$ cat src/rtl/quaternion_to_euler_angles_core_defines.svh
// ----------------------------------------------------------------------------
// Quaternion to Euler angles: assertion macros
// Shared helpers for concurrent checks on clk with synchronous rst_n.
// ----------------------------------------------------------------------------
`ifndef QUATERNION_TO_EULER_ANGLES_CORE_DEFINES_SVH
`define QUATERNION_TO_EULER_ANGLES_CORE_DEFINES_SVH

// same-cycle implication
`define Q2E_ASSERT_IMPL(lbl, ante, cons, msg) \
  lbl: assert property (@(posedge clk) disable iff (!rst_n) (ante) |-> (cons)) \
    else $error(msg);

// next-cycle implication
`define Q2E_ASSERT_NEXT(lbl, ante, cons, msg) \
  lbl: assert property (@(posedge clk) disable iff (!rst_n) (ante) |=> (cons)) \
    else $error(msg);

`endif

$ cat src/rtl/q2e_pkg.sv
// ----------------------------------------------------------------------------
// q2e_pkg
// Types, constants and helper functions of the quaternion to Euler core.
// ----------------------------------------------------------------------------
package q2e_pkg;

  localparam int CORDIC_STAGES   = 16;
  localparam int ANGLE_FRAC_BITS = 13;
  localparam int ROUND_SHIFT     = 30 - ANGLE_FRAC_BITS;

  localparam int SUM_W  = 34;   // Q.28 sums
  localparam int ANG_W  = 34;   // Q.30 angles
  localparam int LANE_W = 37;   // CORDIC x/y with growth
  localparam int SQ_W   = 58;   // square root remainder
  localparam int SQ_TOP = 56;   // exponent of the first root bit
  localparam int SQRT_STEPS = SQ_TOP / 2 + 1;

  localparam logic signed [ANG_W-1:0] PI_Q30      = 34'sd3373259426;
  localparam logic signed [ANG_W-1:0] HALF_PI_Q30 = 34'sd1686629713;

  typedef struct packed {
    logic signed [SUM_W-1:0] sr;
    logic signed [SUM_W-1:0] cr;
    logic signed [SUM_W-1:0] sy;
    logic signed [SUM_W-1:0] cy;
    logic signed [SUM_W-1:0] sp;
    logic                    sat;
  } side_t;

  typedef struct packed {
    logic signed [LANE_W-1:0] x;
    logic signed [LANE_W-1:0] y;
    logic signed [ANG_W-1:0]  z;
    logic                     zero;
  } lane_t;

  typedef lane_t [2:0] lanes_t;   // 0 roll, 1 pitch, 2 yaw

  typedef struct packed {
    logic sat;
    logic sneg;
  } meta_t;

  localparam int LN_ROLL  = 0;
  localparam int LN_PITCH = 1;
  localparam int LN_YAW   = 2;

  // atan(2^-i) in Q.30, rounded
  function automatic logic signed [ANG_W-1:0] atan_q30(input logic [4:0] idx);
    logic signed [ANG_W-1:0] r;
    case (idx)
      5'd0:  r = 34'sd843314857;
      5'd1:  r = 34'sd497837829;
      5'd2:  r = 34'sd263043837;
      5'd3:  r = 34'sd133525159;
      5'd4:  r = 34'sd67021687;
      5'd5:  r = 34'sd33543516;
      5'd6:  r = 34'sd16775851;
      5'd7:  r = 34'sd8388437;
      5'd8:  r = 34'sd4194283;
      5'd9:  r = 34'sd2097149;
      5'd10: r = 34'sd1048576;
      5'd11: r = 34'sd524288;
      5'd12: r = 34'sd262144;
      5'd13: r = 34'sd131072;
      5'd14: r = 34'sd65536;
      5'd15: r = 34'sd32768;
      5'd16: r = 34'sd16384;
      5'd17: r = 34'sd8192;
      5'd18: r = 34'sd4096;
      5'd19: r = 34'sd2048;
      5'd20: r = 34'sd1024;
      5'd21: r = 34'sd512;
      5'd22: r = 34'sd256;
      5'd23: r = 34'sd128;
      default: r = '0;
    endcase
    return r;
  endfunction

  // clamp, round half away from zero, keep low 16 bits
  function automatic logic [15:0] to_field(input logic signed [ANG_W-1:0] z,
                                           input logic signed [ANG_W-1:0] lim);
    logic signed [ANG_W-1:0] c;
    logic [ANG_W-1:0] mag;
    logic [ANG_W-1:0] rnd;
    logic [ANG_W-1:0] r;
    c = z;
    if (c > lim) c = lim;
    if (c < -lim) c = -lim;
    mag = (c < 0) ? ANG_W'(-c) : ANG_W'(c);
    rnd = (mag + (ANG_W'(1) << (ROUND_SHIFT - 1))) >> ROUND_SHIFT;
    r = (c < 0) ? -rnd : rnd;
    return r[15:0];
  endfunction

  localparam logic [14:0] PITCH_SAT_FIELD = 15'(to_field(HALF_PI_Q30, HALF_PI_Q30));

endpackage

$ cat src/rtl/q2e_cordic_cell.sv
// ----------------------------------------------------------------------------
// q2e_cordic_cell
// One vectoring CORDIC micro-rotation for the roll, pitch and yaw lanes.
// ----------------------------------------------------------------------------
module q2e_cordic_cell (
  input  logic             clk,
  input  logic             rst_n,
  input  logic             en,
  input  logic [4:0]       step,
  input  logic             in_valid,
  input  q2e_pkg::lanes_t  lanes_in,
  input  q2e_pkg::meta_t   meta_in,
  output logic             out_valid,
  output q2e_pkg::lanes_t  lanes_out,
  output q2e_pkg::meta_t   meta_out
);
  import q2e_pkg::*;

  logic   v_r;
  lanes_t lanes_r;
  meta_t  meta_r;
  lanes_t lanes_nxt;
  logic signed [LANE_W-1:0] xs, ys;
  logic signed [ANG_W-1:0]  ang;

  always_comb begin
    ang = atan_q30(step);
    lanes_nxt = lanes_in;
    for (int k = 0; k < 3; k++) begin
      xs = lanes_in[k].x >>> step;
      ys = lanes_in[k].y >>> step;
      if (lanes_in[k].y >= 0) begin
        lanes_nxt[k].x = lanes_in[k].x + ys;
        lanes_nxt[k].y = lanes_in[k].y - xs;
        lanes_nxt[k].z = lanes_in[k].z + ang;
      end else begin
        lanes_nxt[k].x = lanes_in[k].x - ys;
        lanes_nxt[k].y = lanes_in[k].y + xs;
        lanes_nxt[k].z = lanes_in[k].z - ang;
      end
    end
  end

  always_ff @(posedge clk) begin
    if (!rst_n) begin
      v_r <= 1'b0;
    end else if (en) begin
      v_r <= in_valid;
    end
  end

  always_ff @(posedge clk) begin
    if (en) begin
      lanes_r <= lanes_nxt;
      meta_r  <= meta_in;
    end
  end

  assign out_valid = v_r;
  assign lanes_out = lanes_r;
  assign meta_out  = meta_r;

endmodule

$ cat config.mk
export PLATFORM = sky130hd
export DESIGN_NAME = q2e_cordic_cell
export DESIGN_NICKNAME = d
export VERILOG_FILES = /design/src/rtl/quaternion_to_euler_angles_core_defines.svh /design/src/rtl/q2e_pkg.sv /design/src/rtl/q2e_cordic_cell.sv
export SDC_FILE = /design/constraint.sdc
export NUM_CORES = 2
export LEC_CHECK = 0
export ABC_AREA = 1
export BUFFER_PORTS_ARGS = -buffer_cell sky130_fd_sc_hd__buf_2
export CAP_MARGIN = 20
export CORE_MARGIN = 3
export CORE_UTILIZATION = 45
export CTS_CLUSTER_DIAMETER = 60
export DETAILED_ROUTE_END_ITERATION = 10
export PLACE_DENSITY_LB_ADDON = 0.15
export SETUP_SLACK_MARGIN = 0.15
export SLEW_MARGIN = 30
export SYNTH_ARGS = -nofsm -noshare
export SYNTH_HDL_FRONTEND = slang
export SYNTH_SLANG_ARGS = --single-unit
$ cat constraint.sdc
create_clock -name clk -period 7.3 [get_ports clk]
set_input_delay 1.825 -clock clk [delete_from_list [all_inputs] [get_ports clk]]
set_output_delay 1.825 -clock clk [all_outputs]
set_load 0.02 [all_outputs]
==> results.md <==
- Status: finished, final reports clean
- Total GRT Usage: 0.368
- Register area share after synthesis: 0.203
- Vias in the first global route: between 50000 and 60000
- Filler Cells Inserted: 11366
- Vias/cell: roughly 5.8
- Layout cells sized above 1: 0.113
- GPL Wtd Cong: 1.04
- Slew headroom: 0.376
- CP dominant cell by count: nand2_1
- Clock Latency Late Sink: between 600 and 700 ps
- I/O pin cnt: ~670
- Pre-Repair DR Iteration Count: 7
- Area of the multi-input gates: ~34000 µm²
- Worst path arrival time: between 7000 and 8000 ps
- Wire per inst: between 20 and 25 µm
- Reg area: ~9900 µm²
- Yosys top cell area share: 0.203
- Peak supply drop: between 200 and 250 µV
- Overflow after GRT: 0
- Hold Crit Class: reg -> reg
- Hold path depth: 2
- Tmin final: 6810 ps
- Setup Viol. Count Final: 0
- Place WS: around 140 ps
- Via count: around 57000
- CTS buffer count: 41
- Die width: ~330 µm
- YS warnings: 0
- CTS Buffer Depth: 3
- Post-route setup TNS: 0 ps
- Worst setup SP type: primary input
- Cells after Synth: between 7000 and 8000
- Yosys top cell by area: edfxtp_1
- Power per cell area: around 210 nW/µm²
- Avg Cell Area, Syn: 6.10 µm²
- FP Rows: 120
- DP Cell Count: just under 10000
- Max-cap viol count: 0
- Clock transition at path regs: ~60 ps
- R2R cell count: 2
- Final hold violations: 0
- Mapped Area: 48700 µm²
- Pins Over Slew Limit: 0
- Die ar.: 112000 µm²
- Chip Height: around 330 µm
- Post-DP HPWL: around 180000 µm
- Nets: just over 9000
- Part of the cycle the worst path needs: 0.933
- RSZ-0062 raised after global routing: false
- CTS resizes: 0
- CTS hold repair buffers: 0
- Core ar.: around 110000 µm²
- Post-Syn Nets: ~8700
- Worst-path cell with the longest stage delay: o21ai_0
- CP max FO: 33
- FFs w/ async S/R, synth: 0
- Crit-path max cell delay: around 700 ps
- Crit path required time: approximately 7800 ps
- WS Path Type: in -> reg
- Synthesis-to-layout area growth: 12.6%
- Largest net degree at the start of global routing: 139
- Initial Util: 0.454
- DRC: 0
- Postcts setup bufs: 0
- Clk sinks: 330
- Synth unique cells: 58
- CTS tree: built
- Root buffer cell: clkbuf_16
- Routed Antenna Nets: 0
- Antenna violations before repair: 11
- #FFs+latches synth: 330
- Post-synth EDFFs: 329
- LEAKAGE: between 20 and 30 nW
- Post-Route WL: between 200000 and 250000 µm
- Peak Freq: between 100 and 150 MHz
- Count leader, synth: nand2_1
- Top_reg_cell synth: edfxtp_1
- Post-route setup slack: ~490 ps
- First DRT Iteration DRCs: ~5500
- Setup crit end kind: flip-flop
- Post-route insts no fill: roughly 10000
- Worst-Margin Slew: about 930 ps
- Dominant cells by area after synthesis: edfxtp_1 20%, nand2_1 20%, nand3_1 13%
- First-pass GRT wire length: approximately 320000 µm
- Post-synth top cells: 2626 x nand2_1, 1270 x nand3_1, 735 x inv_1
- Fin util: 0.512
- Htree depth: 2
- Layout Skew: 0 ps
- IO buf count: about 670
==> cells by family after synthesis <==
logic type,after synthesis,synth area share
AND/OR/NAND/NOR,4741,0.413
AO/OA/AOI/OAI,1103,0.128
buffers and inverters,1043,0.0887
XOR/XNOR,427,0.0774
adder cells (fa/ha/maj),345,0.0900
flip-flops,330,0.203
==> critical path, delay by kind of cell <==
kind                     cells  cell delay [ps]
AO/OA/AOI/OAI                5             1770
AND/OR/NAND/NOR             14             1710
adder cells (fa/ha/maj)      2              550
buffers and inverters        7             1000
XOR/XNOR                     2              370
==> per-layer routing <==
layer	share of wire	track usage	up-vias
li1	-	-	27801
met1	0.38	0.429	26417
met2	0.47	0.632	2643
met3	0.073	0.0513	619
met4	0.078	0.241	0
met5	0	0	-
==> flip-flops by register name (all words and copies together) (netlist names) <==
| register | flops |
|---|---|
| meta_out | 2 |
| out_valid | 1 |
| lanes_out | 327 |
==> worst paths after layout <==
check                                      end  slack (ps)      start
worst max-delay path            lanes_out[283]         490    step[1]
worst min-delay path                 out_valid         550  out_valid
worst max register to register       out_valid        6640  out_valid
worst min register to register       out_valid         550  out_valid
==> placed cells by master, fill, tap and decap left out, types with 17 or more instances in the layout <==
cell	Yosys	routed
nand2_1	2626	2626
nor4_1	18	18
a31oi_1	133	133
nand3b_1	33	33
buf_12	0	20
o21bai_1	23	23
nor2_1	602	601
nand3_1	1270	1270
a21oi_1	408	408
nor2_2	26	23
nor3_1	34	34
buf_2	140	658
buf_4	13	95
inv_1	735	734
edfxtp_1	329	329
a21o_1	29	29
xor2_1	302	302
xnor2_1	123	123
clkbuf_16	0	42
inv_2	25	25
nand4_1	77	77
nand2_2	17	17
o21ai_0	347	347
o21ai_1	38	38
o211ai_1	31	31
ha_1	336	336
==> final cells by class <==
cell class | count | share of cell area
clock buffer | 51 | 0.0198
antenna | 14 | 0.000639
timing repair buffer | 778 | 0.0814
tap | 1403 | 0.0320
clock inverter | 24 | 0.00390
multi-input combinational | 6616 | 0.629
inverter | 765 | 0.0528
sequential | 330 | 0.180
==> per-stage QoR <==
step	hold slack [ps]	power, W	instance area (µm²)
5_1_grt	614	0.0122	54800
3_3_place_gp	520	0.00936	53500
4_1_cts	544	0.0114	54800
2_1_floorplan	606	0.00724	48700
3_5_place_dp	531	0.00937	53500
6_report	553	0.0115	54800
==> report_power, final <==
part | internal, W | total (W) | switching, W
Combinational | 0.00205 | 0.00649 | 0.00444
Clock | 0.00114 | 0.00201 | 0.000874
Sequential | 0.00280 | 0.00295 | 0.000146
Note: power is estimated with default switching activity, not from simulation.
