**config.mk**
```make
export PLATFORM = sky130hd
export DESIGN_NAME = q2e_sqrt_cell
export DESIGN_NICKNAME = d
export VERILOG_FILES = /design/src/rtl/quaternion_to_euler_angles_core_defines.svh /design/src/rtl/q2e_pkg.sv /design/src/rtl/q2e_sqrt_cell.sv
export SDC_FILE = /design/constraint.sdc
export NUM_CORES = 1
export LEC_CHECK = 0
export BUFFER_PORTS_ARGS = -buffer_cell sky130_fd_sc_hd__buf_2
export CAP_MARGIN = 5
export CORE_AREA = 2 2 230 232
export CTS_CLUSTER_DIAMETER = 120
export DETAILED_ROUTE_END_ITERATION = 12
export DIE_AREA = 0 0 232 234
export PLACE_DENSITY = 0.58
export SLEW_MARGIN = 10
export SYNTH_ARGS = -nofsm -noshare
export SYNTH_HDL_FRONTEND = slang
export SYNTH_SLANG_ARGS = --single-unit
```
**constraint.sdc**
```tcl
create_clock -name clk -period 11.5 [get_ports clk]
set_input_delay 1.725 -clock clk [delete_from_list [all_inputs] [get_ports clk]]
set_output_delay 1.725 -clock clk [all_outputs]
set_load 0.005 [all_outputs]
```
**src/rtl/quaternion_to_euler_angles_core_defines.svh**
```systemverilog
// ----------------------------------------------------------------------------
// Quaternion to Euler angles: assertion macros
// Shared helpers for concurrent checks on clk with synchronous rst_n.
// ----------------------------------------------------------------------------
`ifndef QUATERNION_TO_EULER_ANGLES_CORE_DEFINES_SVH
`define QUATERNION_TO_EULER_ANGLES_CORE_DEFINES_SVH

// same-cycle implication
`define Q2E_ASSERT_IMPL(lbl, ante, cons, msg) \
  lbl: assert property (@(posedge clk) disable iff (!rst_n) (ante) |-> (cons)) \
    else $error(msg);

// next-cycle implication
`define Q2E_ASSERT_NEXT(lbl, ante, cons, msg) \
  lbl: assert property (@(posedge clk) disable iff (!rst_n) (ante) |=> (cons)) \
    else $error(msg);

`endif

```
**src/rtl/q2e_pkg.sv**
```systemverilog
// ----------------------------------------------------------------------------
// q2e_pkg
// Types, constants and helper functions of the quaternion to Euler core.
// ----------------------------------------------------------------------------
package q2e_pkg;

  localparam int CORDIC_STAGES   = 16;
  localparam int ANGLE_FRAC_BITS = 13;
  localparam int ROUND_SHIFT     = 30 - ANGLE_FRAC_BITS;

  localparam int SUM_W  = 34;   // Q.28 sums
  localparam int ANG_W  = 34;   // Q.30 angles
  localparam int LANE_W = 37;   // CORDIC x/y with growth
  localparam int SQ_W   = 58;   // square root remainder
  localparam int SQ_TOP = 56;   // exponent of the first root bit
  localparam int SQRT_STEPS = SQ_TOP / 2 + 1;

  localparam logic signed [ANG_W-1:0] PI_Q30      = 34'sd3373259426;
  localparam logic signed [ANG_W-1:0] HALF_PI_Q30 = 34'sd1686629713;

  typedef struct packed {
    logic signed [SUM_W-1:0] sr;
    logic signed [SUM_W-1:0] cr;
    logic signed [SUM_W-1:0] sy;
    logic signed [SUM_W-1:0] cy;
    logic signed [SUM_W-1:0] sp;
    logic                    sat;
  } side_t;

  typedef struct packed {
    logic signed [LANE_W-1:0] x;
    logic signed [LANE_W-1:0] y;
    logic signed [ANG_W-1:0]  z;
    logic                     zero;
  } lane_t;

  typedef lane_t [2:0] lanes_t;   // 0 roll, 1 pitch, 2 yaw

  typedef struct packed {
    logic sat;
    logic sneg;
  } meta_t;

  localparam int LN_ROLL  = 0;
  localparam int LN_PITCH = 1;
  localparam int LN_YAW   = 2;

  // atan(2^-i) in Q.30, rounded
  function automatic logic signed [ANG_W-1:0] atan_q30(input logic [4:0] idx);
    logic signed [ANG_W-1:0] r;
    case (idx)
      5'd0:  r = 34'sd843314857;
      5'd1:  r = 34'sd497837829;
      5'd2:  r = 34'sd263043837;
      5'd3:  r = 34'sd133525159;
      5'd4:  r = 34'sd67021687;
      5'd5:  r = 34'sd33543516;
      5'd6:  r = 34'sd16775851;
      5'd7:  r = 34'sd8388437;
      5'd8:  r = 34'sd4194283;
      5'd9:  r = 34'sd2097149;
      5'd10: r = 34'sd1048576;
      5'd11: r = 34'sd524288;
      5'd12: r = 34'sd262144;
      5'd13: r = 34'sd131072;
      5'd14: r = 34'sd65536;
      5'd15: r = 34'sd32768;
      5'd16: r = 34'sd16384;
      5'd17: r = 34'sd8192;
      5'd18: r = 34'sd4096;
      5'd19: r = 34'sd2048;
      5'd20: r = 34'sd1024;
      5'd21: r = 34'sd512;
      5'd22: r = 34'sd256;
      5'd23: r = 34'sd128;
      default: r = '0;
    endcase
    return r;
  endfunction

  // clamp, round half away from zero, keep low 16 bits
  function automatic logic [15:0] to_field(input logic signed [ANG_W-1:0] z,
                                           input logic signed [ANG_W-1:0] lim);
    logic signed [ANG_W-1:0] c;
    logic [ANG_W-1:0] mag;
    logic [ANG_W-1:0] rnd;
    logic [ANG_W-1:0] r;
    c = z;
    if (c > lim) c = lim;
    if (c < -lim) c = -lim;
    mag = (c < 0) ? ANG_W'(-c) : ANG_W'(c);
    rnd = (mag + (ANG_W'(1) << (ROUND_SHIFT - 1))) >> ROUND_SHIFT;
    r = (c < 0) ? -rnd : rnd;
    return r[15:0];
  endfunction

  localparam logic [14:0] PITCH_SAT_FIELD = 15'(to_field(HALF_PI_Q30, HALF_PI_Q30));

endpackage

```
**src/rtl/q2e_sqrt_cell.sv**
```systemverilog
// ----------------------------------------------------------------------------
// q2e_sqrt_cell
// One digit of the restoring integer square root; passes the side data on.
// ----------------------------------------------------------------------------
module q2e_sqrt_cell (
  input  logic                      clk,
  input  logic                      rst_n,
  input  logic                      en,
  input  logic [4:0]                step,
  input  logic                      in_valid,
  input  logic [q2e_pkg::SQ_W-1:0]  n_in,
  input  logic [q2e_pkg::SQ_W-1:0]  res_in,
  input  q2e_pkg::side_t            side_in,
  output logic                      out_valid,
  output logic [q2e_pkg::SQ_W-1:0]  n_out,
  output logic [q2e_pkg::SQ_W-1:0]  res_out,
  output q2e_pkg::side_t            side_out
);
  import q2e_pkg::*;

  logic            v_r;
  logic [SQ_W-1:0] n_r, res_r;
  side_t           side_r;
  logic [SQ_W-1:0] n_nxt, res_nxt, bit_v, trial;
  logic [5:0]      sh;

  always_comb begin
    sh    = 6'(SQ_TOP) - {step, 1'b0};
    bit_v = SQ_W'(1) << sh;
    trial = res_in + bit_v;
    if (n_in >= trial) begin
      n_nxt   = n_in - trial;
      res_nxt = (res_in >> 1) + bit_v;
    end else begin
      n_nxt   = n_in;
      res_nxt = res_in >> 1;
    end
  end

  always_ff @(posedge clk) begin
    if (!rst_n) begin
      v_r <= 1'b0;
    end else if (en) begin
      v_r <= in_valid;
    end
  end

  always_ff @(posedge clk) begin
    if (en) begin
      n_r    <= n_nxt;
      res_r  <= res_nxt;
      side_r <= side_in;
    end
  end

  assign out_valid = v_r;
  assign n_out     = n_r;
  assign res_out   = res_r;
  assign side_out  = side_r;

endmodule

```
==> flow_summary.json, run 1 <==
{
  "ioPinCount": 584,
  "synth_ff_type": "edfxtp_1",
  "layout-drive-gt1-share": 0.282,
  "fin_cells": 3120,
  "path_max_fanout": 60,
  "wl_mm": 79.5,
  "p_leak_nw": 9.47,
  "seq_area_frac_synth": 0.464,
  "grtUsageTotal": 0.279,
  "ctsLongestPathBuffers": 3,
  "synth-edff-count": 287,
  "peakVddDrop_mv": 0.0957,
  "setup_violations": 0,
  "drc": 0,
  "ys_ff_latch": 288,
  "path_class": "in2reg",
  "period_share": 0.770,
  "row_count": 84,
  "ctsResizeCount": 0,
  "synthCells": 1867,
  "final_util": 0.446,
  "rsz0062_at_grt": "false",
  "globalplace.congestion": 0.934,
  "die_area_sq_um": 54300,
  "synth-async-reset-ratio": 0,
  "syn-mean-instance-area_sq_um": 9.98,
  "dp.cells": 3049,
  "power_density_nw_per_um2": 135,
  "chipHeight_um": 234,
  "firstDrtPassIters": 5,
  "cts_buffers": 34,
  "viasPerCell": 5.58,
  "tightestPinTransition_ns": 1.01,
  "hold_violations": 0,
  "port_buffers": 583,
  "vias": 17400,
  "core_sq_um": 52000,
  "synthDistinctLibCells": 99,
  "yosysWarnings": 0,
  "outcome": "finished, final reports clean",
  "postCtsSetupBuffers": 0,
  "die_x_um": 232,
  "grt_pass1_vias": 16600,
  "cts_root_buf": "clkbuf_16",
  "clock_latency_ns": 0.54,
  "hold_buffers": 0,
  "area_growth_pct": 24.5,
  "worst_hold_slack_ns": 0.529,
  "cts_max_level": 2,
  "start_util": 0.358,
  "cts.sinks": 288,
  "critPathMaxStageDelay_ns": 0.59,
  "setup_tns_ns": 0,
  "grt_pass1_wl_mm": 111,
  "slew_viol_final": 0,
  "drt_iter0_markers": 1449,
  "cts_tree": "built",
  "antenna_found_initial": 24,
  "clock_skew_ns": 0,
  "grt_overflow_total": 0,
  "relSlewSlack": 0.325,
  "wire_per_inst_um": 25.5,
  "grt_max_degree": 169,
  "fmax_ghz": 0.113,
  "layout_min_cycle_time_ns": 8.86,
  "hpwl_mm": 64.9,
  "path_clk_slew_ns": 0.06,
  "cp.arrival_ns": 9.11,
  "cp_data_required_time_ns": 11.76,
  "num-nets-final": 2792,
  "synth_area_sq_um": 18600,
  "synth_fp_nets": 2262,
  "ant_nets": 0,
  "max-cap-violations": 0,
  "hold_class": "reg2reg",
  "crit_path_start_kind": "primary input",
  "slowest_stage": "or2_4",
  "crit_path_end_kind": "register"
}
routing by layer:
metal,up-vias,wire (um),global-route usage
met5,-,116,0
met2,749,37600,0.462
met3,115,6540,0.0654
met4,18,2300,0.0845
met1,8434,33000,0.360
li1,8091,-,-
final timing paths:
path         startpoint         to  slack [ns]  depth (start not counted)
max reg2reg   out_valid  out_valid       10.90                          2
max             step[2]  n_out[32]        2.64                         25
min           out_valid  out_valid        0.53                          2
min reg2reg   out_valid  out_valid        0.53                          2
through the flow:
stage | total power, mW | instance area, sq um | worst slack (ns)
floorplan | 1.69 | 18600 | 3.87
global placement | 2.05 | 22100 | 2.31
detailed placement | 2.05 | 22100 | 2.14
CTS | 3.16 | 23200 | 2.71
global route | 3.26 | 23200 | 2.02
finish | 3.13 | 23200 | 2.64
layout by cell type, fill, tap and decap left out, drive strengths merged, types with 5 or more instances in the layout:
| master | netlist | layout |
|---|---|---|
| buf | 37 | 587 |
| edfxtp | 287 | 287 |
| nor2 | 175 | 175 |
| nand2 | 165 | 165 |
| a21oi | 153 | 153 |
| o21ai | 140 | 140 |
| xnor2 | 106 | 106 |
| ha | 98 | 98 |
| xor2 | 72 | 72 |
| inv | 48 | 48 |
| a21o | 47 | 47 |
| a31oi | 45 | 45 |
| nand3 | 45 | 45 |
| nand4 | 40 | 40 |
| clkbuf | 56 | 39 |
| nor3 | 37 | 37 |
| o31ai | 26 | 26 |
| and2 | 22 | 22 |
| o21bai | 20 | 20 |
| o21a | 17 | 17 |
| clkinv | 1 | 16 |
| and3 | 14 | 14 |
| nand2b | 13 | 13 |
| nor2b | 13 | 13 |
| a21boi | 13 | 13 |
| nor4 | 12 | 12 |
| a211oi | 12 | 12 |
| diode | 0 | 11 |
| o211ai | 11 | 11 |
| or2 | 11 | 11 |
| a41oi | 10 | 10 |
| or3 | 7 | 7 |
| a31o | 7 | 7 |
| a32oi | 6 | 6 |
| a2111oi | 6 | 6 |
| and4 | 5 | 5 |
| o2111ai | 5 | 5 |
| a221oi | 5 | 5 |
| o41ai | 5 | 5 |
cell type report:
cell class / instances / area (sq um)
clock buffers: 39 / 891
fillers: 5063 / 28800
inverters: 49 / 184
diodes: 11 / 27.5
well taps: 688 / 861
clock inverters: 21 / 223
repair buffers: 587 / 2970
flip-flops and latches: 288 / 8640
multi-input cells: 1437 / 9400
cell usage after synthesis, types with 12 or more instances:
cell	n	share of area
buf_2	27	0.0073
nand2_1	165	0.033
xor2_1	72	0.034
nor2_1	174	0.035
nor2b_1	12	0.0040
ha_1	98	0.066
o21ai_0	125	0.034
nand4_1	40	0.013
a31oi_1	45	0.015
inv_1	47	0.0095
o21ai_1	14	0.0038
nor4_1	12	0.0040
nand3_1	44	0.012
clkbuf_1	56	0.011
nand2b_1	13	0.0044
edfxtp_1	287	0.46
a21oi_1	151	0.041
and3_1	14	0.0047
o31ai_1	25	0.010
o21a_1	17	0.0068
a21o_1	47	0.019
xnor2_1	106	0.050
o21bai_1	20	0.0081
nor3_1	37	0.0099
and2_1	21	0.0070
cells by family after synthesis:
group           Yosys count  share of synthesized area
compound gates          577                      0.203
xor+xnor                178                     0.0837
fa+ha+maj               103                     0.0690
buf+inv                 142                     0.0324
flops                   288                      0.464
mux                       1                   0.000537
simple gates            578                      0.148
power breakdown:
group          internal (mW)  total [mW]  switching (mW)
logic                  0.262       0.716           0.454
clock network          0.647        1.10           0.453
registers               1.28        1.32          0.0345
state kept, by name, indices dropped and copies added (netlist names):
register,flops
side_out,171
out_valid,1
n_out,58
res_out,58
worst max-delay path, delay by kind of cell:
kind | cells | cell delay (ns)
AO/OA/AOI/OAI | 13 | 3.60
AND/OR/NAND/NOR | 7 | 2.11
buffers and inverters | 2 | 0.76
adder cells (fa/ha/maj) | 2 | 0.71
XOR/XNOR | 1 | 0.10
Note: power is estimated with default switching activity, not from simulation.
==> run 2, diff against run 1 <==
clock period = 9.24 ns   (was 11.5 ns; I/O delays follow)
==> run 2 against run 1 <==
Sequential power increased by 24%. Sequential share of layout area down 0.14 points. Non-clock buffer count up 10. Global-route usage grew 0.081 points. Clock power grew 29%. First-iteration DRC count down 8.4%. Die area did not move. Largest cell class unchanged.
==> flow_summary.json, run 2 (synthesis results as in run 1) <==
{
  "outcome": "finished, final reports clean",
  "regArea_sq_um": 8640,
  "final_util": 0.448,
  "grt_pass1_wl_mm": 111,
  "layout_commonest_cell": "buf_2",
  "path_clk_slew_ns": 0.06,
  "hold_class": "reg2reg",
  "path_max_fanout": 50,
  "wire_per_inst_um": 25.5,
  "timing.final.ws_setup_ns": 1.21,
  "setup_violations": 0,
  "ctsResizeCount": 0,
  "hold_violations": 0,
  "drc": 0,
  "num-nets-final": 2804,
  "ctsLongestPathBuffers": 3,
  "rsz0062_at_grt": "false",
  "firstDrtPassIters": 5,
  "cts_buffers": 36,
  "layout-drive-gt1-share": 0.284,
  "row_count": 84,
  "p_leak_nw": 9.53,
  "crit_top_cell": "o21ai_0",
  "cts_root_buf": "clkbuf_16",
  "clock_skew_ns": 0,
  "grtUsageTotal": 0.279,
  "tightestPinTransition_ns": 1.10,
  "top_layer_used": "met5",
  "period_share": 0.869,
  "cp_data_required_time_ns": 9.56,
  "start_util": 0.358,
  "cts_max_level": 2,
  "fmax_ghz": 0.125,
  "slew_viol_final": 0,
  "grt_overflow_total": 0,
  "core_sq_um": 52000,
  "relSlewSlack": 0.263,
  "critPathMaxStageDelay_ns": 0.88,
  "wl_met2_mm": 37.1,
  "ant_nets": 0,
  "globalplace.congestion": 0.935,
  "path_class": "in2reg",
  "drt_iter0_markers": 1327,
  "max-cap-violations": 0,
  "power_density_nw_per_um2": 170,
  "placed_cell_area_sq_um": 22100,
  "ioPinCount": 584,
  "cts_tree": "built",
  "cp.arrival_ns": 8.35,
  "die_area_sq_um": 54300,
  "crit_path_start_kind": "primary input",
  "grt_pass1_vias": 16700,
  "clock_latency_ns": 0.55,
  "cts.sinks": 288,
  "antenna_found_initial": 26,
  "nFillCells": 5106,
  "wl_met1_mm": 32.7,
  "chipHeight_um": 234,
  "slowest_stage": "nor2_4",
  "setup_tns_ns": 0,
  "viasPerCell": 5.55,
  "peakVddDrop_mv": 0.107,
  "hold_buffers": 0,
  "grt_max_degree": 85,
  "layout_min_cycle_time_ns": 8.03,
  "postCtsSetupBuffers": 0,
  "area_growth_pct": 25.0,
  "die_x_um": 232,
  "multi_input_area_sq_um": 9400,
  "vias": 17400,
  "hpwl_mm": 64.8,
  "dp_slack_ns": 0.652,
  "port_buffers": 583,
  "layout_common_cells": "buf_2, edfxtp_1, nor2_1",
  "wl_mm": 79.8,
  "largest_reg_flops": 171,
  "final_area_sq_um": 23300,
  "crit_path_end_kind": "register",
  "met3_length_mm": 6.93
}
-- run 2: changes by cell type in the layout (fill, tap and decap cells not counted), sizes merged --
| cell | change |
|---|---|
| clkinv | -7 |
| clkbuf | +7 |
| diode | -3 |
| inv | +2 |
| clkinvlp | -2 |
| buf | +10 |
-- run 2: final timing paths --
check / from / endpoint / slack [ns] / cells after the start
worst max-delay path: step[0] / res_out[3] / 1.21 / 25
worst min-delay path: out_valid / out_valid / 0.55 / 2
worst max register to register: out_valid / out_valid / 8.62 / 2
worst min register to register: out_valid / out_valid / 0.55 / 2
-- run 2: cell type report --
class / count / share of cell area
Sequential cell: 288 / 0.371
Clock buffer: 46 / 0.0403
Inverter: 49 / 0.00790
Antenna cell: 8 / 0.000860
Multi-Input combinational cell: 1437 / 0.404
Tap cell: 688 / 0.0370
Clock inverter: 14 / 0.00844
Timing Repair Buffer: 597 / 0.131
-- run 2: stage by stage --
stage / instances / hold slack, ns / power [mW]
floorplan: 1867 / 0.507 / 2.10
global placement: 3059 / 0.499 / 2.56
detailed placement: 3059 / 0.540 / 2.55
CTS: 3119 / 0.553 / 3.99
global route: 3125 / 0.570 / 4.12
finish: 3127 / 0.552 / 3.95
-- run 2: critical path, delay by kind of cell --
kind / cells / cell delay (ns)
AO/OA/AOI/OAI: 14 / 3.27
buffers and inverters: 2 / 0.69
adder cells (fa/ha/maj): 2 / 0.67
XOR/XNOR: 2 / 0.39
AND/OR/NAND/NOR: 5 / 1.87
-- run 2: routing by layer --
metal,vias up,GRT usage
met4,26,0.111
li1,8127,-
met2,725,0.456
met1,8366,0.350
met5,-,0
met3,124,0.0781
-- run 2: report_power, final --
| group | leakage (nW) | switching [mW] | internal, mW |
|---|---|---|---|
| Clock | 0.554 | 0.583 | 0.832 |
| Sequential | 2.82 | 0.0437 | 1.60 |
| Combinational | 6.16 | 0.567 | 0.330 |
| Total | 9.53 | 1.19 | 2.76 |
